<file path="config.mk">
export PLATFORM = sky130hd
export DESIGN_NAME = ipc_mul_cell
export DESIGN_NICKNAME = d
export VERILOG_FILES = /design/src/hw/rtl/iteration_palette_color_defines.svh /design/src/hw/rtl/ipc_pkg.sv /design/src/hw/rtl/ipc_mul_cell.sv
export SDC_FILE = /design/constraint.sdc
export NUM_CORES = 2
export LEC_CHECK = 0
export ABC_AREA = 1
export ABC_CLOCK_PERIOD_IN_PS = 9600
export BUFFER_PORTS_ARGS = -buffer_cell sky130_fd_sc_hd__buf_2
export CORE_MARGIN = 2
export CORE_UTILIZATION = 40
export CTS_CLUSTER_SIZE = 16
export DETAILED_ROUTE_END_ITERATION = 8
export GPL_TIMING_DRIVEN = 0
export SLEW_MARGIN = 10
export SYNTH_ARGS = -nofsm -noshare
export SYNTH_HDL_FRONTEND = slang
export SYNTH_SLANG_ARGS = --single-unit
</file>
<file path="constraint.sdc">
create_clock -name clk -period 9.6 [get_ports clk]
set_input_delay 2.88 -clock clk [delete_from_list [all_inputs] [get_ports clk]]
set_output_delay 2.88 -clock clk [all_outputs]
set_load 0.02 [all_outputs]
</file>
<file path="src/hw/rtl/iteration_palette_color_defines.svh">
// Assertion macros for the iteration palette color block.
// Included by the top level; the macros expand to nothing when SYNTH is set.
`ifndef ITERATION_PALETTE_COLOR_DEFINES_SVH
`define ITERATION_PALETTE_COLOR_DEFINES_SVH
`ifndef SYNTH
// same-cycle implication
`define IPC_ASSERT_IMPL(label, clk, rst, ante, cons) \
  label: assert property (@(posedge clk) disable iff (rst) (ante) |-> (cons)) \
    else $error("iteration_palette_color: same-cycle check failed");
// next-cycle implication
`define IPC_ASSERT_NEXT(label, clk, rst, ante, cons) \
  label: assert property (@(posedge clk) disable iff (rst) (ante) |=> (cons)) \
    else $error("iteration_palette_color: next-cycle check failed");
`else
`define IPC_ASSERT_IMPL(label, clk, rst, ante, cons)
`define IPC_ASSERT_NEXT(label, clk, rst, ante, cons)
`endif
`endif

</file>
<file path="src/hw/rtl/ipc_pkg.sv">
// Shared types, codes and constant tables of the iteration palette color block.
// No dependencies; imported by every module of the block.
`timescale 1ns / 1ps
`default_nettype none

package ipc_pkg;

  localparam int LIMIT_BITS   = 16;
  localparam int PAL_BITS     = 2;
  localparam int REG_IDX_BITS = 1;
  localparam int CHAN_N       = 3;
  localparam int STEP_N       = 4;
  localparam int SCALE_BITS   = 13;

  // register indexes
  localparam logic [REG_IDX_BITS-1:0] REG_LIMIT   = 1'b0;
  localparam logic [REG_IDX_BITS-1:0] REG_PALETTE = 1'b1;

  // palette codes; any other code behaves as PAL_2
  localparam logic [PAL_BITS-1:0] PAL_0 = 2'd0;
  localparam logic [PAL_BITS-1:0] PAL_1 = 2'd1;
  localparam logic [PAL_BITS-1:0] PAL_2 = 2'd2;

  localparam logic [LIMIT_BITS-1:0] LIMIT_RESET = 16'd100;

  // factor fed to a multiply step
  typedef enum logic [1:0] {
    FAC_T,
    FAC_U,
    FAC_ONE
  } fac_t;

  typedef fac_t [CHAN_N-1:0] fac_set_t;

  // 2K * 255 per channel: red 18*255, green 30*255, blue 17*255
  localparam logic [SCALE_BITS-1:0] SCALE [CHAN_N] = '{13'd4590, 13'd7650, 13'd4335};

  // operand order per palette, channel and step; step 0 is the start value
  localparam fac_t FAC_TAB [3][CHAN_N][STEP_N] = '{
    '{'{FAC_U, FAC_T, FAC_T, FAC_T},
      '{FAC_U, FAC_U, FAC_T, FAC_T},
      '{FAC_U, FAC_U, FAC_U, FAC_T}},
    '{'{FAC_T, FAC_T, FAC_U, FAC_ONE},
      '{FAC_T, FAC_U, FAC_U, FAC_ONE},
      '{FAC_T, FAC_T, FAC_T, FAC_ONE}},
    '{'{FAC_U, FAC_U, FAC_U, FAC_T},
      '{FAC_U, FAC_U, FAC_T, FAC_T},
      '{FAC_U, FAC_T, FAC_T, FAC_T}}
  };

  function automatic fac_t fac_sel(input logic [PAL_BITS-1:0] palette,
                                   input logic [1:0] chan,
                                   input logic [1:0] step);
    logic [PAL_BITS-1:0] row;
    row = (palette == PAL_0 || palette == PAL_1) ? palette : PAL_2;
    return FAC_TAB[row][chan][step];
  endfunction

endpackage

`default_nettype wire

</file>
<file path="src/hw/rtl/ipc_mul_cell.sv">
// One fixed-point multiply cell: multiplies each channel product by t, u or one.
// Depends on ipc_pkg.
`timescale 1ns / 1ps
`default_nettype none

module ipc_mul_cell #(
  parameter int FRACTION_BITS = 16
) (
  input  logic                                       clk,
  input  logic                                       rst,
  input  ipc_pkg::fac_set_t                          fac,
  input  logic                                       in_valid,
  output logic                                       in_ready,
  input  logic [FRACTION_BITS:0]                     in_t,
  input  logic [FRACTION_BITS:0]                     in_u,
  input  logic [ipc_pkg::CHAN_N-1:0][FRACTION_BITS:0] in_p,
  output logic                                       out_valid,
  input  logic                                       out_ready,
  output logic [FRACTION_BITS:0]                     out_t,
  output logic [FRACTION_BITS:0]                     out_u,
  output logic [ipc_pkg::CHAN_N-1:0][FRACTION_BITS:0] out_p
);
  import ipc_pkg::*;

  localparam int F = FRACTION_BITS;
  localparam int PW = 2 * F + 2;
  localparam logic [F:0] ONE = {1'b1, {F{1'b0}}};

  logic [CHAN_N-1:0][F:0]    f;
  logic [CHAN_N-1:0][PW-1:0] prod;

  always_comb begin
    for (int c = 0; c < CHAN_N; c++) begin
      unique case (fac[c])
        FAC_T:   f[c] = in_t;
        FAC_U:   f[c] = in_u;
        FAC_ONE: f[c] = ONE;
        default: f[c] = ONE;
      endcase
      prod[c] = PW'(in_p[c]) * PW'(f[c]);
    end
  end

  assign in_ready = !out_valid || out_ready;

  always_ff @(posedge clk) begin
    if (rst) begin
      out_valid <= 1'b0;
    end else if (in_ready) begin
      out_valid <= in_valid;
    end
  end

  // truncate each product back to F fraction bits; operands never exceed one
  always_ff @(posedge clk) begin
    if (in_ready && in_valid) begin
      out_t <= in_t;
      out_u <= in_u;
      for (int c = 0; c < CHAN_N; c++) begin
        out_p[c] <= prod[c][2*F:F];
      end
    end
  end

endmodule

`default_nettype wire

</file>
## Yosys cells after proc, flatten, opt, wreduce, memory -nomap -nowiden

Cells that the tools add are included.

- Register bits: 86

- Multipliers: 3
- Eq/ne operators: 3
- Muxes and demuxes: 3
- Reductions and logical operators: 6

Operators with widths:

| cell | number |
|---|---|
| one-hot mux 17 bit (2 select lines) | 3 |
| multiplier 17 x 17 -> 33 bit | 3 |
| equality test 2 x 1 -> 1 bit (second input constant) | 3 |
| logical NOT 2 bit | 3 |
| logical AND 1 bit | 1 |
| logical NOT 1 bit | 1 |
| logical OR 1 bit | 1 |

## Logic depth before layout (Yosys ltp)

- Depth after elaboration: 3
- Gate-level depth with buffers: 31

## Least setup slack after synthesis

OpenSTA, ideal clock, no wires.

- Path type: in2reg
- From: in fac[5] (netlist bit)
- To: reg out_p[38] (netlist bit), data pin
- Arrival time: 7968 ps
- Required time: 9348 ps
- Path slack: 1380 ps
- Stages: 26
- Cells stage by stage: nor2_4 > inv_2 > o22ai_2 > buf_2 > nand2_1 > fa_1 > inv_1 > fa_1 > inv_1 > fa_1 > inv_1 > fa_1 > fa_1 > inv_1 > fa_1 > inv_1 > ha_1 > nand2_1 > inv_1 > a21oi_1 > a21boi_0 > nand2_1 > nand2_1 > nand2_1 > nand2_1 > nand2_1

RTL lines:

| element | RTL line | text |
|---|---|---|
| start: declaration | ipc_mul_cell.sv:11 | `input ipc_pkg::fac_set_t fac,` |
| end signal: indexed assignment | ipc_mul_cell.sv:60 | `out_p[c] <= prod[c][2*F:F];` |
| end: declaration | ipc_mul_cell.sv:21 | `output logic [ipc_pkg::CHAN_N-1:0][FRACTION_BITS:0] out_p` |

==> reports/results.txt <==
Die Area: 82310 um^2
Max Clk Rate: 109.2 MHz
Worst Path Required: 9.75 ns
DRT iter0 DRCs: 2169
Crit path largest cell delay: 0.57 ns
Async SR Flop Fraction: 0
Status: finished clean
Most frequent cells in the layout: inv_1, nand2_1, fa_1, nor2_1, ha_1
Yosys Warn Count: 0
Max Cap Viol: 0
Post-CTS Setup Bufs: 0
Dpl ws: -0.1469 ns
Slew margin rel.: 0.4365
Fin util: 0.4364
Via density: 5.045
CTS tree: done
Dpl cells: 5344
Ys flop type: edfxtp_1
Final setup fails: 0
Initial Util: 0.4046
Final worst setup slack: 0.4442 ns
Crit path max fanout: 10
Routability Congestion: 0.9713
Die Y: 286.9 um
Period utilization: 0.9537
Mapped Nets: 5193
Post-route insts no fill: 5361
GRT Residual Overflow: 0
Crit start category: primary input
Synthesis-to-layout area growth: 7.876%
Share of layout cells above drive strength 1: 0.05800
Clk root buf: clkbuf_16
Longest Clk Path Bufs: 2
Vias in the first global route: 28.05k
Power density over cell area: 271.8 nW/um^2
Crit path max-delay cell type: fa_1
Die Wd: 286.9 um
DRC viols: 0
Fin crit period: 9.156 ns
Synth area leaders: fa_1, inv_1, nand2_1
Netlist cell types: 34
H-tree depth: 3
Sum of negative setup slack: 0 ns
Post-synthesis sequential area ratio: 0.08036
FP Rows: 103
Min-Delay Path Class: reg -> reg
HPWL Detailed: 85.73 mm
First-pass GRT wire length: 159.5 mm
Final hold vios: 0
Fin nets: 5369
WP data arrival: 9.31 ns
Worst-path clk slew: 0.08 ns
Peak supply drop: 0.2276 mV
PortBufs: 162
Post-Syn Area: 32010 um^2
Crit Path Class: in -> reg
Number of I/O pins: 182
Yosys reg bits: 86
Syn avg cell area: 7.753 um^2
Post-synth top area share: 0.4146
Worst-Margin Slew: 0.8453 ns
Most common cell after layout, fill and taps aside: inv_1
Final instance area: 34530 um^2
Slew Limit Fails: 0
RSZ-0062 raised after global routing: false
Gr usage total: 0.2558
DR pass1 iterations: 8
WL/cell: 18.86 um
CTS sink cnt: 86
CTS Buf Count: 9
Routed vias: 27.05k
Fillers: 8184
Post-Route WL: 101.1 mm
Core area: 79130 um^2
Clock Skews: 0.01644 ns
Antenna violations before repair: 7
Setup crit end kind: flop
Post-route ant nets: 0
Pin count of the biggest net entering global routing: 26
Post-DP Area: 34210 um^2
Number of synthesized flops with an enable pin: 85
Pleak: 18.94 nW
Post-synth top area cell: fa_1
Most Frequent Cell on Critical Path: fa_1
Post-Syn Instances: 4129
Clk_lat worst skew: 0.41 ns
per-stage QoR:
step,total power [mW],hold slack (ns)
2_1_floorplan,6.470,0.7055
3_3_place_gp,8.960,0.4777
3_5_place_dp,8.957,0.5267
4_1_cts,9.458,0.5379
5_1_grt,10.66,0.5536
6_report,9.386,0.5440
cells by family (layout without fill, tap and decap cells):
family                   count (synthesis)  after routing  synth area share
other                                    0              1                 0
XOR/XNOR                                23             23          0.006293
AND/OR/NAND/NOR                       1631           1631            0.1985
flip-flops                              86             86           0.08036
adder cells (fa/ha/maj)                969            969            0.5342
buffers and inverters                 1209           1390            0.1430
AO/OA/AOI/OAI                          211            211           0.03764
Yosys cell counts (4+ instances only):
cell / number
o22ai_1: 10
a21o_1: 5
inv_1: 1090
buf_1: 5
fa_1: 663
o22ai_2: 11
nand3_1: 72
ha_1: 306
buf_2: 31
clkinv_1: 14
nor2_4: 4
a21oi_1: 99
nor4_1: 6
and2_1: 5
o21ai_0: 68
nand4_1: 19
nand2_1: 1023
o21bai_1: 11
xor2_1: 14
edfxtp_1: 85
xnor2_1: 9
inv_2: 14
nor3_1: 10
clkbuf_1: 54
nor2_1: 485
routing by layer:
metal,GRT usage,vias to the layer above,routed length (um)
met1,0.3489,13420,42880
met3,0.05937,173,9473
met5,0,-,49
met2,0.4057,1106,45750
met4,0.07474,8,2957
li1,-,12340,-
layout make-up:
cell class | instances | area, um^2 | share of cell area
Antenna cell | 1 | 2.502 | 0.00007246
Buffer | 91 | 381.6 | 0.01105
Clock buffer | 10 | 229.0 | 0.006630
Clock inverter | 6 | 70.07 | 0.002029
Inverter | 1118 | 4197 | 0.1215
Multi-Input combinational cell | 2834 | 24900 | 0.7209
Sequential cell | 86 | 2572 | 0.07449
Tap cell | 1050 | 1314 | 0.03804
Timing Repair Buffer | 165 | 870.8 | 0.02522
sequential cells by signal, indices dropped and copies added, names as in the netlist:
signal and flops:
out_p 51, out_t 17, out_u 17, out_valid 1
where the power goes:
group	internal, mW	switching [mW]	total, mW
registers	0.757	0.0297	0.786
logic	2.82	5.38	8.20
clock network	0.204	0.196	0.400
path summary, 6_finish.rpt:
kind / start / to / slack, ns / cells past startpoint
max: fac[4] / out_p[46] / 0.44 / 25
min: out_valid / out_valid / 0.54 / 2
max reg2reg: out_valid / out_p[50] / 7.83 / 3
min reg2reg: out_valid / out_valid / 0.54 / 2
worst max-delay path, delay by kind of cell:
family | cells | cell delay [ns]
adders and majority gates | 7 | 3.38
AOI/OAI and AO/OA | 5 | 1.32
buffers and inverters | 8 | 1.08
and+or+nand+nor | 5 | 0.61
repair_timing:
item / CTS / global route
gates resized for setup: 0 / 5
setup endpoints to repair: 0 / 9
hold buffers: 0 / 0
Power figures use the tool's default switching activity.
