===== src/hw/rtl/iteration_palette_color_defines.svh =====
// Assertion macros for the iteration palette color block.
// Included by the top level; the macros expand to nothing when SYNTH is set.
`ifndef ITERATION_PALETTE_COLOR_DEFINES_SVH
`define ITERATION_PALETTE_COLOR_DEFINES_SVH
`ifndef SYNTH
// same-cycle implication
`define IPC_ASSERT_IMPL(label, clk, rst, ante, cons) \
  label: assert property (@(posedge clk) disable iff (rst) (ante) |-> (cons)) \
    else $error("iteration_palette_color: same-cycle check failed");
// next-cycle implication
`define IPC_ASSERT_NEXT(label, clk, rst, ante, cons) \
  label: assert property (@(posedge clk) disable iff (rst) (ante) |=> (cons)) \
    else $error("iteration_palette_color: next-cycle check failed");
`else
`define IPC_ASSERT_IMPL(label, clk, rst, ante, cons)
`define IPC_ASSERT_NEXT(label, clk, rst, ante, cons)
`endif
`endif


===== src/hw/rtl/ipc_pkg.sv =====
// Shared types, codes and constant tables of the iteration palette color block.
// No dependencies; imported by every module of the block.
`timescale 1ns / 1ps
`default_nettype none

package ipc_pkg;

  localparam int LIMIT_BITS   = 16;
  localparam int PAL_BITS     = 2;
  localparam int REG_IDX_BITS = 1;
  localparam int CHAN_N       = 3;
  localparam int STEP_N       = 4;
  localparam int SCALE_BITS   = 13;

  // register indexes
  localparam logic [REG_IDX_BITS-1:0] REG_LIMIT   = 1'b0;
  localparam logic [REG_IDX_BITS-1:0] REG_PALETTE = 1'b1;

  // palette codes; any other code behaves as PAL_2
  localparam logic [PAL_BITS-1:0] PAL_0 = 2'd0;
  localparam logic [PAL_BITS-1:0] PAL_1 = 2'd1;
  localparam logic [PAL_BITS-1:0] PAL_2 = 2'd2;

  localparam logic [LIMIT_BITS-1:0] LIMIT_RESET = 16'd100;

  // factor fed to a multiply step
  typedef enum logic [1:0] {
    FAC_T,
    FAC_U,
    FAC_ONE
  } fac_t;

  typedef fac_t [CHAN_N-1:0] fac_set_t;

  // 2K * 255 per channel: red 18*255, green 30*255, blue 17*255
  localparam logic [SCALE_BITS-1:0] SCALE [CHAN_N] = '{13'd4590, 13'd7650, 13'd4335};

  // operand order per palette, channel and step; step 0 is the start value
  localparam fac_t FAC_TAB [3][CHAN_N][STEP_N] = '{
    '{'{FAC_U, FAC_T, FAC_T, FAC_T},
      '{FAC_U, FAC_U, FAC_T, FAC_T},
      '{FAC_U, FAC_U, FAC_U, FAC_T}},
    '{'{FAC_T, FAC_T, FAC_U, FAC_ONE},
      '{FAC_T, FAC_U, FAC_U, FAC_ONE},
      '{FAC_T, FAC_T, FAC_T, FAC_ONE}},
    '{'{FAC_U, FAC_U, FAC_U, FAC_T},
      '{FAC_U, FAC_U, FAC_T, FAC_T},
      '{FAC_U, FAC_T, FAC_T, FAC_T}}
  };

  function automatic fac_t fac_sel(input logic [PAL_BITS-1:0] palette,
                                   input logic [1:0] chan,
                                   input logic [1:0] step);
    logic [PAL_BITS-1:0] row;
    row = (palette == PAL_0 || palette == PAL_1) ? palette : PAL_2;
    return FAC_TAB[row][chan][step];
  endfunction

endpackage

`default_nettype wire


===== src/hw/rtl/ipc_scale_cell.sv =====
// Output cell: scales each channel product by 2K * 255, shifts and saturates.
// Depends on ipc_pkg; holds the output beat register.
`timescale 1ns / 1ps
`default_nettype none

module ipc_scale_cell #(
  parameter int FRACTION_BITS = 16
) (
  input  logic                                       clk,
  input  logic                                       rst,
  input  logic                                       in_valid,
  output logic                                       in_ready,
  input  logic [ipc_pkg::CHAN_N-1:0][FRACTION_BITS:0] in_p,
  output logic                                       out_valid,
  input  logic                                       out_ready,
  output logic [ipc_pkg::CHAN_N-1:0][7:0]            out_rgb
);
  import ipc_pkg::*;

  localparam int F = FRACTION_BITS;
  localparam int PW = F + 1 + SCALE_BITS;

  logic [CHAN_N-1:0][PW-1:0]         prod;
  logic [CHAN_N-1:0][SCALE_BITS-1:0] lvl;
  logic [CHAN_N-1:0][7:0]            sat;

  always_comb begin
    for (int c = 0; c < CHAN_N; c++) begin
      prod[c] = PW'(in_p[c]) * PW'(SCALE[c]);
      lvl[c]  = prod[c][PW-1:F+1];
      sat[c]  = (lvl[c] > SCALE_BITS'(255)) ? 8'hFF : lvl[c][7:0];
    end
  end

  assign in_ready = !out_valid || out_ready;

  always_ff @(posedge clk) begin
    if (rst) begin
      out_valid <= 1'b0;
    end else if (in_ready) begin
      out_valid <= in_valid;
    end
  end

  always_ff @(posedge clk) begin
    if (in_ready && in_valid) begin
      out_rgb <= sat;
    end
  end

endmodule

`default_nettype wire


===== config.mk =====
export PLATFORM = sky130hd
export DESIGN_NAME = ipc_scale_cell
export DESIGN_NICKNAME = d
export VERILOG_FILES = /design/src/hw/rtl/iteration_palette_color_defines.svh /design/src/hw/rtl/ipc_pkg.sv /design/src/hw/rtl/ipc_scale_cell.sv
export SDC_FILE = /design/constraint.sdc
export NUM_CORES = 1
export LEC_CHECK = 0
export ABC_AREA = 1
export BUFFER_PORTS_ARGS = -buffer_cell sky130_fd_sc_hd__buf_2
export CAP_MARGIN = 20
export CORE_MARGIN = 2
export CORE_UTILIZATION = 55
export DETAILED_ROUTE_END_ITERATION = 16
export PLACE_DENSITY_LB_ADDON = 0.15
export SLEW_MARGIN = 25
export SYNTH_ARGS = -nofsm -noshare
export SYNTH_HDL_FRONTEND = slang
export SYNTH_SLANG_ARGS = --single-unit

===== constraint.sdc =====
create_clock -name clk -period 4.9 [get_ports clk]
set_input_delay 0.98 -clock clk [delete_from_list [all_inputs] [get_ports clk]]
set_output_delay 0.98 -clock clk [all_outputs]
set_load 0.02 [all_outputs]

# Yosys cells after proc, flatten, opt, wreduce, memory -nomap -nowiden
# Index checks and enable logic that the tools add are counted.
# W data, S select, Z words.
classes:
  n_mul: 3
  magnitude_cmp: 3
  reduce_logical: 3
op_table:
  columns: ["op", "n"]
  rows:
  - ["$mul A17 B12 Y29 const B", 2]
  - ["$gt A13 B8 Y1 const B", 3]
  - ["$mul A17 B13 Y30 const B", 1]
  - ["$logic_and A1 B1 Y1", 1]
  - ["$logic_not A1 Y1", 1]
  - ["$logic_or A1 B1 Y1", 1]
word_totals:
  register_bits: 25
  in_bits: 55
  wordCells: 13

# Longest topological paths before layout
logic_depth:
  depth_word: 3
  depth_mapped: 23

# Least setup slack after synthesis
# Ideal clock, no wire load.
synth_path:
  path_type: "input to register"
  startpoint: "input in_p[40] in the netlist's numbering"
  endpoint: "register out_rgb[16] in the netlist's numbering (data pin)"
  setup_time_ps: 265
  arrival_ps: 4918
  required_time_ps: 4635
  path_slack_ps: -283
  cell_stages: 22
  path_buffers: 0
  cell_sequence: "inv_1 > fa_1 > fa_1 > inv_1 > fa_1 > inv_1 > fa_1 > inv_1 > fa_1 > ha_1 > nand2_1 > inv_1 > a21oi_1 > nand2_1 > nand2_1 > nand2_1 > nand2_1 > nand2_1 > nand2_1 > nand3_1 > nor2_4 > nand3_1"
synth_between:
  elab_chain_len: 2
synth_lines:
  columns: ["item", "line_no", "text"]
  rows:
  - ["start: declaration", "ipc_scale_cell.sv:13", "input logic [ipc_pkg::CHAN_N-1:0][FRACTION_BITS:0] in_p,"]
  - ["$mul A17 B13 Y30 (*)", "ipc_scale_cell.sv:29", "prod[c] = PW'(in_p[c]) * PW'(SCALE[c]);"]
  - ["$gt A13 B8 Y1", "ipc_scale_cell.sv:31", "sat[c] = (lvl[c] > SCALE_BITS'(255)) ? 8'hFF : lvl[c][7:0];"]
  - ["end signal: assignment", "ipc_scale_cell.sv:47", "out_rgb <= sat;"]
  - ["end: declaration", "ipc_scale_cell.sv:16", "output logic [ipc_pkg::CHAN_N-1:0][7:0] out_rgb"]
# Every way passes the cells marked *; elsewhere a longest branch is shown, timed or not.
# A chain may end at the register's enable or synchronous reset.

# Worst setup path in the final report
layout_path:
  startpoint: "input in_p[41] in the netlist's numbering"
  endpoint: "register out_rgb[17] in the netlist's numbering (data pin)"
# Same word-level chain as after synthesis.

==> metrics.md <==
| Metric | Value |
|---|---|
| Status | `finished, violations left` |
| Failing checks | `setup timing` |
| Critical path class | `in -> reg` |
| Routability Congestion | `0.926` |
| DP HPWL | `29400 um` |
| Die area | `26600 um2` |
| Largest net degree at the start of global routing | `25` |
| Busiest layer in global routing | `met2` |
| Crit-path max FO | `8` |
| Met2 Track Usage GR | `47.8%` |
| Synth async-reset ratio | `0%` |
| Initial Utilization | `55.7%` |
| Most frequent cells in the layout | `inv_1 (469), nand2_1 (314), fa_1 (243)` |
| Max Freq | `191 MHz` |
| Relative slew slack | `43.7%` |
| First-pass GRT wire length | `56800 um` |
| Mux cell area share after synthesis | `0%` |
| Number of diodes | `0` |
| Worst Max-Slew Pin Slew | `0.842 ns` |
| Hold depth | `2` |
| Largest family of logic cells by synthesized area | `adder cells` |
| Number of synthesized flops with an enable pin | `24` |
| Post-synthesis adder-cell area fraction | `59.0%` |
| TNS Setup | `-4.87 ns` |
| DRC viols | `0` |
| Critical Path Sink Type | `register` |
| R2R depth | `1` |
| Setup violators final | `16` |
| Vias per cell | `5.00` |
| Reg2reg setup slack | `3.48 ns` |
| DR WL/cell | `14.3 um` |
| Synth Area in Compound Gates | `3.06%` |
| CP arrival | `5.24 ns` |
| Drt pass-1 iters | `6` |
| GRT Residual Overflow | `0` |
| Synth cell types | `28` |
| Register area | `741 um2` |
| Met1 Use GR | `34.9%` |
| Final ANT Viol Nets | `0` |
| Clk buf depth | `2` |
| Clock latency on the worst-skew pair | `0.27 ns` |
| FF+latch count, synth | `25` |
| TritonCTS Buffers | `3` |
| H-tree depth | `1` |
| Clock Pin Slew Worst Setup and Hold Paths | `0.08 ns` |
| Root Buffer | `clkbuf_16` |
| Worst setup margin | `-0.324 ns` |
| TritonCTS clock tree | `built` |
| Crit. Startpoint | `in_p[41]` |
| Multi-input logic area | `12500 um2` |
| IO Count | `81` |
| Total of max-cap violations | `0` |
| # port buffers | `80` |
| Commonest non-fill, non-tap cell in the layout | `inv_1` |
| Hold WS | `0.542 ns` |
| Hold Fails Final Rpt | `0` |
| Most used DFF post-synth | `edfxtp_1` |
| # rows | `58` |
| Worst hold path endpoint | `out_valid$_SDFFE_PP0N_` |
| Fin crit period | `5.22 ns` |
| Worst flop-to-flop path endpoint | `out_rgb[15]$_SDFFCE_PN1P_` |
| Post-Syn Area | `13900 um2` |
| Initial antenna violation count | `0` |
| Met3 Use GR | `1.73%` |
| Nets@finish | `2607` |
| Share of cells above drive strength 1 | `28.0%` |
| Sequential fraction of the synthesis area | `5.31%` |
| Ys Warns | `0` |
| Filler instances | `1949` |
| Synth Area per Inst | `8.08 um2` |
| Drt total wl | `33900 um` |
| Hold Path Class | `reg -> reg` |
| Tcrit/Tclk final | `107%` |
| Cells after Synth | `1725` |
| Die Y | `163 um` |
| Unrepaired setup endpoints after global routing | `yes` |
| Clock skew | `0.00807 ns` |
| Reg-to-reg startpoint | `out_valid$_SDFFE_PP0N_` |
| Via count | `11900` |
| Post-synthesis xor/xnor area fraction | `1.32%` |
| Vias in the first global route | `12300` |
| Simple-gate area share of the yosys netlist | `17.5%` |
| Hold wc startpoint | `out_valid$_SDFFE_PP0N_` |
| Iter 0 DRT Violations | `564` |
| WP data required | `4.92 ns` |
| Die W | `163 um` |
| Startpoint class of the critical path | `input pin` |
| Syn_nets | `2287` |
| Max-slew violations | `0` |
| CTS sink count | `25` |
| Tot GR Track Use | `26.4%` |
| Area delta synth->final | `28.8%` |
| Core area | `25000 um2` |
## synthesized netlist by cell type, types with 7 or more instances
cell type	count	area, um2
nor2_1	79	297
ha_1	256	3200
o21ai_0	8	40.0
nor2_2	7	43.8
nand2_1	382	1430
xor2_1	9	78.8
o21bai_1	11	82.6
nand3_1	64	320
xnor2_1	12	105
nand4_1	30	188
edfxtp_1	24	721
a21oi_1	52	260
inv_1	506	1900
fa_1	251	5020
nor3_1	9	45.0
## worst max path at each step
stage,end,slack [ns],cells after the start
2_1_floorplan,out_rgb[16]$_SDFFCE_PN1P_,-0.14,22
3_3_place_gp,out_rgb[14]$_SDFFCE_PN1P_,-0.57,20
3_5_place_dp,out_rgb[8]$_SDFFCE_PN1P_,-0.64,22
4_1_cts,out_rgb[8]$_SDFFCE_PN1P_,-0.30,24
5_1_grt,out_rgb[15]$_SDFFCE_PN1P_,-0.51,23
6_report,out_rgb[17]$_SDFFCE_PN1P_,-0.32,23
## logic make-up after synthesis
logic type,Yosys count
and+or+nand+nor,585
buffers and inverters,510
adders and majority gates,507
AOI/OAI and AO/OA,77
DFF,25
xor gates and xnor gates,21
## registers in the layout, summed over array words and instances (netlist names)
register   cells
out_rgb       24
out_valid      1
## worst max-delay path, cell delays in order
cell,delay [ns]
buf_8,0.08
clkinvlp_4,0.14
buf_6,0.16
fa_1,0.48
fa_1,0.52
inv_2,0.04
fa_1,0.49
fa_1,0.44
fa_1,0.60
ha_4,0.23
nand2_2,0.06
nand2_2,0.06
a21oi_2,0.12
nand2_2,0.08
nand2_2,0.08
nand2_2,0.07
nand2_2,0.07
nand2_1,0.05
nand2_1,0.07
nand3_2,0.09
nor2_4,0.13
buf_12,0.14
nand3_2,0.07
## per-layer routing
layer	up-vias	routed length, um
li1	5826	-
met1	5765	14600
met2	229	17500
met3	51	1080
met4	0	757
met5	-	0
## cell type report
type                    count  area share [%]
inverters                 510            10.9
flip-flops and latches     25            4.12
clock buffers               3           0.418
well taps                 330            2.30
repair buffers            315            12.6
clock inverters             1          0.0488
multi-input cells        1190            69.6
## through the flow
stage	area, um2	setup slack (ns)	cells	util (%)
after global placement	16600	-0.570	2345	66.2
after CTS	17300	-0.304	2361	69.2
after global routing	18000	-0.511	2374	71.7
after detailed placement	16600	-0.640	2345	66.2
after floorplan	14200	-0.141	1725	-
final	18000	-0.324	2374	71.7
## repair_timing
item                                    in CTS  in global routing
hold buffers                                 0                  0
gates resized for setup                    112                140
setup buffers                               12                 13
endpoints found under the setup margin      24                 24
pin swaps                                   92                 98
Power is not shown: default switching activity piles up to over one toggle a cycle in this logic, so the estimate is an artifact.
