==> src/hw/rtl/iteration_palette_color_defines.svh <==
// Assertion macros for the iteration palette color block.
// Included by the top level; the macros expand to nothing when SYNTH is set.
`ifndef ITERATION_PALETTE_COLOR_DEFINES_SVH
`define ITERATION_PALETTE_COLOR_DEFINES_SVH
`ifndef SYNTH
// same-cycle implication
`define IPC_ASSERT_IMPL(label, clk, rst, ante, cons) \
  label: assert property (@(posedge clk) disable iff (rst) (ante) |-> (cons)) \
    else $error("iteration_palette_color: same-cycle check failed");
// next-cycle implication
`define IPC_ASSERT_NEXT(label, clk, rst, ante, cons) \
  label: assert property (@(posedge clk) disable iff (rst) (ante) |=> (cons)) \
    else $error("iteration_palette_color: next-cycle check failed");
`else
`define IPC_ASSERT_IMPL(label, clk, rst, ante, cons)
`define IPC_ASSERT_NEXT(label, clk, rst, ante, cons)
`endif
`endif

==> src/hw/rtl/ipc_pkg.sv <==
// Shared types, codes and constant tables of the iteration palette color block.
// No dependencies; imported by every module of the block.
`timescale 1ns / 1ps
`default_nettype none

package ipc_pkg;

  localparam int LIMIT_BITS   = 16;
  localparam int PAL_BITS     = 2;
  localparam int REG_IDX_BITS = 1;
  localparam int CHAN_N       = 3;
  localparam int STEP_N       = 4;
  localparam int SCALE_BITS   = 13;

  // register indexes
  localparam logic [REG_IDX_BITS-1:0] REG_LIMIT   = 1'b0;
  localparam logic [REG_IDX_BITS-1:0] REG_PALETTE = 1'b1;

  // palette codes; any other code behaves as PAL_2
  localparam logic [PAL_BITS-1:0] PAL_0 = 2'd0;
  localparam logic [PAL_BITS-1:0] PAL_1 = 2'd1;
  localparam logic [PAL_BITS-1:0] PAL_2 = 2'd2;

  localparam logic [LIMIT_BITS-1:0] LIMIT_RESET = 16'd100;

  // factor fed to a multiply step
  typedef enum logic [1:0] {
    FAC_T,
    FAC_U,
    FAC_ONE
  } fac_t;

  typedef fac_t [CHAN_N-1:0] fac_set_t;

  // 2K * 255 per channel: red 18*255, green 30*255, blue 17*255
  localparam logic [SCALE_BITS-1:0] SCALE [CHAN_N] = '{13'd4590, 13'd7650, 13'd4335};

  // operand order per palette, channel and step; step 0 is the start value
  localparam fac_t FAC_TAB [3][CHAN_N][STEP_N] = '{
    '{'{FAC_U, FAC_T, FAC_T, FAC_T},
      '{FAC_U, FAC_U, FAC_T, FAC_T},
      '{FAC_U, FAC_U, FAC_U, FAC_T}},
    '{'{FAC_T, FAC_T, FAC_U, FAC_ONE},
      '{FAC_T, FAC_U, FAC_U, FAC_ONE},
      '{FAC_T, FAC_T, FAC_T, FAC_ONE}},
    '{'{FAC_U, FAC_U, FAC_U, FAC_T},
      '{FAC_U, FAC_U, FAC_T, FAC_T},
      '{FAC_U, FAC_T, FAC_T, FAC_T}}
  };

  function automatic fac_t fac_sel(input logic [PAL_BITS-1:0] palette,
                                   input logic [1:0] chan,
                                   input logic [1:0] step);
    logic [PAL_BITS-1:0] row;
    row = (palette == PAL_0 || palette == PAL_1) ? palette : PAL_2;
    return FAC_TAB[row][chan][step];
  endfunction

endpackage

`default_nettype wire

==> src/hw/rtl/ipc_div_cell.sv <==
// One restoring-division cell: resolves one quotient bit of t = count / limit.
// Depends on ipc_pkg.
`timescale 1ns / 1ps
`default_nettype none

module ipc_div_cell #(
  parameter int FRACTION_BITS = 16
) (
  input  logic                          clk,
  input  logic                          rst,
  input  logic [ipc_pkg::LIMIT_BITS-1:0] limit,
  input  logic                          in_valid,
  output logic                          in_ready,
  input  logic [ipc_pkg::LIMIT_BITS:0]  in_rem,
  input  logic [FRACTION_BITS:0]        in_quo,
  output logic                          out_valid,
  input  logic                          out_ready,
  output logic [ipc_pkg::LIMIT_BITS:0]  out_rem,
  output logic [FRACTION_BITS:0]        out_quo
);
  import ipc_pkg::*;

  logic                  ge;
  logic [LIMIT_BITS:0]   diff;
  logic [LIMIT_BITS-1:0] rest;

  // partial remainder stays below twice the limit, so one compare decides the bit
  assign ge       = in_rem >= {1'b0, limit};
  assign diff     = in_rem - {1'b0, limit};
  assign rest     = ge ? diff[LIMIT_BITS-1:0] : in_rem[LIMIT_BITS-1:0];
  assign in_ready = !out_valid || out_ready;

  always_ff @(posedge clk) begin
    if (rst) begin
      out_valid <= 1'b0;
    end else if (in_ready) begin
      out_valid <= in_valid;
    end
  end

  // hand the doubled remainder to the next cell
  always_ff @(posedge clk) begin
    if (in_ready && in_valid) begin
      out_rem <= {rest, 1'b0};
      out_quo <= {in_quo[FRACTION_BITS-1:0], ge};
    end
  end

endmodule

`default_nettype wire

==> config.mk <==
export PLATFORM = sky130hd
export DESIGN_NAME = ipc_div_cell
export DESIGN_NICKNAME = d
export VERILOG_FILES = /design/src/hw/rtl/iteration_palette_color_defines.svh /design/src/hw/rtl/ipc_pkg.sv /design/src/hw/rtl/ipc_div_cell.sv
export SDC_FILE = /design/constraint.sdc
export NUM_CORES = 1
export LEC_CHECK = 0
export BUFFER_PORTS_ARGS = -buffer_cell sky130_fd_sc_hd__buf_2
export CAP_MARGIN = 20
export CORE_MARGIN = 5
export CORE_UTILIZATION = 30
export DETAILED_ROUTE_END_ITERATION = 12
export HOLD_SLACK_MARGIN = 0.02
export PLACE_DENSITY_LB_ADDON = 0.12
export SYNTH_ARGS = -nofsm -noshare
export SYNTH_HDL_FRONTEND = slang
export SYNTH_SLANG_ARGS = --single-unit
==> constraint.sdc <==
create_clock -name clk -period 5.39 [get_ports clk]
set_input_delay 0.8085 -clock clk [delete_from_list [all_inputs] [get_ports clk]]
set_output_delay 0.8085 -clock clk [all_outputs]
set_load 0.02 [all_outputs]
# Word level (Yosys, flattened, before mapping)
# Index checks and enable logic that the tools add are counted.
# classes
n_addsub	1
n_lt_le_gt_ge	1
n_mux	1
n_reduce_logical	3
# ops
op	count
$ge 17x16->1	1
$mux 16	1
$sub 16x16->16	1
$logic_and 1x1->1	1
$logic_not 1->1	1
$logic_or 1x1->1	1
# totals
ff_bits	34
in_bits	54
output_inout_bits	36
elab_cells	9

# Logic depth before layout (Yosys ltp)
# logic_depth
word_depth	3
mapped_depth	12
depth_no_buf	9

# Least setup slack after synthesis
# No wires, ideal clock.
# synth_timing
path_kind	in2reg
start	in limit[12] (netlist name)
end	reg out_rem[11] (netlist name), data pin
setup_time_ns	0.260
t_arrival_ns	2.779
required_ns	5.130
setup_slack_ns	2.351
path_stages	12
path_buffers	4
cell_sequence	inv_1 -> ha_1 -> buf_6 -> and2_4 -> buf_6 -> a221o_1 -> a21boi_4 -> and2_4 -> buf_8 -> inv_4 -> buf_12 -> mux2_4
# synth_between
elab_chain_len	2
# synth_lines
item	line_no	rtl
start: declaration	ipc_div_cell.sv:11	input logic [ipc_pkg::LIMIT_BITS-1:0] limit,
$ge 17x16->1	ipc_div_cell.sv:28	assign ge = in_rem >= {1'b0, limit};
net ge	ipc_div_cell.sv:23	logic ge;
$mux 16	ipc_div_cell.sv:30	assign rest = ge ? diff[LIMIT_BITS-1:0] : in_rem[LIMIT_BITS-1:0];
net rest[10]	ipc_div_cell.sv:25	logic [LIMIT_BITS-1:0] rest;
end signal: assignment	ipc_div_cell.sv:44	out_rem <= {rest, 1'b0};
end: declaration	ipc_div_cell.sv:18	output logic [ipc_pkg::LIMIT_BITS:0] out_rem,
# The timed path passes the listed nets, and every way through them passes these cells.
# A chain may end at the register's enable or synchronous reset.

# Worst setup path in the final report
# layout_timing
start	in limit[8] (netlist name)
end	reg out_rem[9] (netlist name), data pin
# layout_between
elab_chain_len	2
word_cells_on_any_way	3
cone_classes	1 x add/sub; 1 x order compare; 1 x mux
# layout_lines
item	line_no
$sub 16x16->16 or $ge 17x16->1 (tied branches)	ipc_div_cell.sv:29, ipc_div_cell.sv:28
$mux 16 (*)	ipc_div_cell.sv:30
net rest[8]	ipc_div_cell.sv:25
# The timed path passes the listed nets; every way through them passes the cells marked *.

==> impl_metrics.csv <==
group,metric,value,unit
synthesis,synth_seq_cells,34,
cts,postCtsHoldBufs,0,
die,io_pins,90,
cts,tritoncts,"yes",
drt,drt_wl_total,5330,um
synthesis,avgSynthCellArea,11.6,um^2
sta,finalSetupViolCount,0,
die,core-area,0.00725,mm^2
critical_path,reg2reg_slack,4.10,ns
die,dieArea,0.00927,mm^2
synthesis,async_flop_share,0,%
critical_path,worst_path_max_delay_cell,"a221o_1",
critical_path,path_cells,"buf_2 -> inv_1 -> ha_1 -> a21oi_2 -> o21ai_1 -> a221o_1 -> a21boi_4 -> and2_4 -> inv_4 -> mux2_4",
synthesis,synth.yosys.seq_area_share,45.2,%
final_layout,layout_commonest_cell,"buf_2",
die,start_util,30.8,%
synthesis,syn-num-nets,264,
critical_path,path_max_fanout,11,
drt,first_pass_iters,4,
global_routing,antenna_found_initial,0,
hold_path,hp-class,"flip-flop to flip-flop",
final_layout,final_cell_mix,"buf_2, edfxtp_1, inv_1, ha_1, nor2_1",
placement,dp_hpwl,4140,um
final_layout,fillers,754,
critical_path,cp_data_arrival_time,3.04,ns
synthesis,ys_types,49,
critical_path,required,5.42,ns
cts,clk_latency,0.28,ns
status,status,"finished clean",
placement,io_buffers,87,
synthesis,synth-edff-count,33,
final_layout,synthToLayoutAreaGrowth,26.0,%
sta,max_freq,0.333,GHz
pwr,p_leak,1.34,nW
die,die_h,96.3,um
critical_path,critPathMaxStageDelay,0.42,ns
placement,pre_cts_ws,2.09,ns
critical_path,start_kind,"input pin",
cts,clkSlewWorstSetupHoldPaths,0.07,ns
die,dieWidth,96.3,um
sta,rsz0062_at_grt,"false",
pwr,combPwrFrac,30.3,%
sta,timing.setup.tns,0,ns
global_routing,grt_max_degree,34,
die,placementRows,31,
sta,fin_worst_skew,0.00880,ns
sta,min_period_over_period,55.8,%
placement,place_congestion,0.782,
synthesis,synth_flop_cell,"edfxtp_1",
global_routing,grt_pass1_vias,1761,
sta,fin_crit,3.01,ns
synthesis,synth_compound_area_share,18.3,%
pwr,clockPowerShare,25.1,%
critical_path,worstSetupPathType,"input pin to flip-flop",
cts,cts.sinks,34,
synthesis,synth-xor-area-share,3.53,%
global_routing,grt_use_total,11.4,%
drt,ant_nets,0,
run,maxCapViolCount,0,
cts,root_buffer,"clkbuf_8",
drt,drc,0,
synthesis,synthMuxAreaShare,6.33,%
pwr,p_switching,222,uW
drt,wl_per_cell,13.9,um
sta,hold_viol,0,
drt,drt_iter0_markers,61,
sta,worst_slack,2.38,ns
synthesis,synth_top_family_by_area,"compound AO/OA/AOI/OAI gates",
final_layout,insertedDiodeCount,0,
pwr,share_seq_of_total_power,44.6,%
drt,vias_per_cell,4.68,
global_routing,grt_first_pass_wirelength,8160,um
final_layout,layout-drive-gt1-share,39.2,%
synthesis,yosys.area_share.simple,9.85,%
cts,cts_made_buffers,5,
pwr,vdd_ir_drop_max,0.0851,mV
critical_path,end_kind,"flip-flop",
cts,h-tree-depth,2,
cts,clockBufferDepth,2,
synthesis,synth_area,0.00223,mm^2
synthesis,ys_warn_count,0,
global_routing,grt-ovfl-total,0,
drt,num_vias,1789,
pwr,p_sw_share,30.4,%
final_layout,final_nets,353,
cts,cts_resized,0,
pwr,p_int,509,uW
pwr,p_per_area,260,mW/mm^2
synthesis,syn_inst,193,
synthesis,synthAdderAreaFrac,9.85,%
cts,post_cts_buffers,0,
sta,slew_violations,0,
## state kept, by name (all words and copies together) (netlist names)
name,flops
out_quo,17
out_rem,16
out_valid,1
## power groups by stage
stage | clock [mW] | sequential, mW | combinational (mW)
6_report | 0.184 | 0.326 | 0.221
4_1_cts | 0.195 | 0.327 | 0.224
5_1_grt | 0.206 | 0.328 | 0.245
2_1_floorplan | 0 | 0.364 | 0.132
3_5_place_dp | 0 | 0.332 | 0.224
3_3_place_gp | 0 | 0.332 | 0.223
## worst paths after layout
check | to | start | cells after the start
hold / removal | out_valid | out_valid | 2
hold reg to reg | out_valid | out_valid | 2
setup / recovery | out_rem[9] | limit[8] | 10
setup reg to reg | out_rem[16] | out_valid | 3
## synthesized netlist by cell type (4+ instances only)
| library cell | n | area [um^2] |
|---|---|---|
| a21o_1 | 5 | 37.5 |
| a21oi_1 | 4 | 20.0 |
| edfxtp_1 | 33 | 991 |
| ha_1 | 16 | 200 |
| inv_1 | 20 | 75.1 |
| mux2_4 | 8 | 120 |
| nand2_1 | 5 | 18.8 |
| nand3_1 | 7 | 35.0 |
| nor2_1 | 12 | 45.0 |
| o21a_1 | 6 | 45.0 |
| o21ai_0 | 9 | 45.0 |
| o31ai_1 | 5 | 37.5 |
| xnor2_1 | 5 | 43.8 |
| xor2_1 | 4 | 35.0 |
## final cells by class
cell class                      count  area (um^2)  area share [%]
Clock buffer                        6         72.6            2.58
Clock inverter                      2         10.0           0.356
Inverter                           21         81.3            2.89
Multi-Input combinational cell    132         1070            38.1
Sequential cell                    34         1010            35.9
Tap cell                           99          124            4.40
Timing Repair Buffer               88          443            15.7
## routing by layer
| layer | global-route usage [%] | part of all wire (%) | up-vias |
|---|---|---|---|
| met5 | 0 | 0 | - |
| met4 | 3.86 | 1.7 | 0 |
| met3 | 3.60 | 9.3 | 11 |
| met2 | 18.7 | 43 | 76 |
| met1 | 14.2 | 46 | 806 |
| li1 | - | - | 896 |
## cells by family after synthesis
family | after synthesis
mux | 10
compound gates | 53
simple gates | 42
other cells | 1
fa+ha+maj | 17
xor+xnor | 9
flops | 34
buf+inv | 27
## stage by stage
step | util [%] | instances | hold WS, ns | instance area [um^2] | power (mW)
2_1_floorplan | - | 193 | 0.729 | 2230 | 0.496
3_3_place_gp | 37.7 | 374 | 0.492 | 2730 | 0.555
3_5_place_dp | 37.7 | 374 | 0.508 | 2730 | 0.556
4_1_cts | 38.8 | 382 | 0.518 | 2820 | 0.746
5_1_grt | 38.8 | 382 | 0.531 | 2820 | 0.779
6_report | 38.8 | 382 | 0.518 | 2820 | 0.731
## critical path: cells and delay by family
kind | cells | cell delay (ns)
and+or+nand+nor | 1 | 0.27
AOI/OAI and AO/OA | 4 | 1.05
muxes | 1 | 0.31
buffers and inverters | 3 | 0.23
adders and majority gates | 1 | 0.36
(Power assumes the default switching activity.)
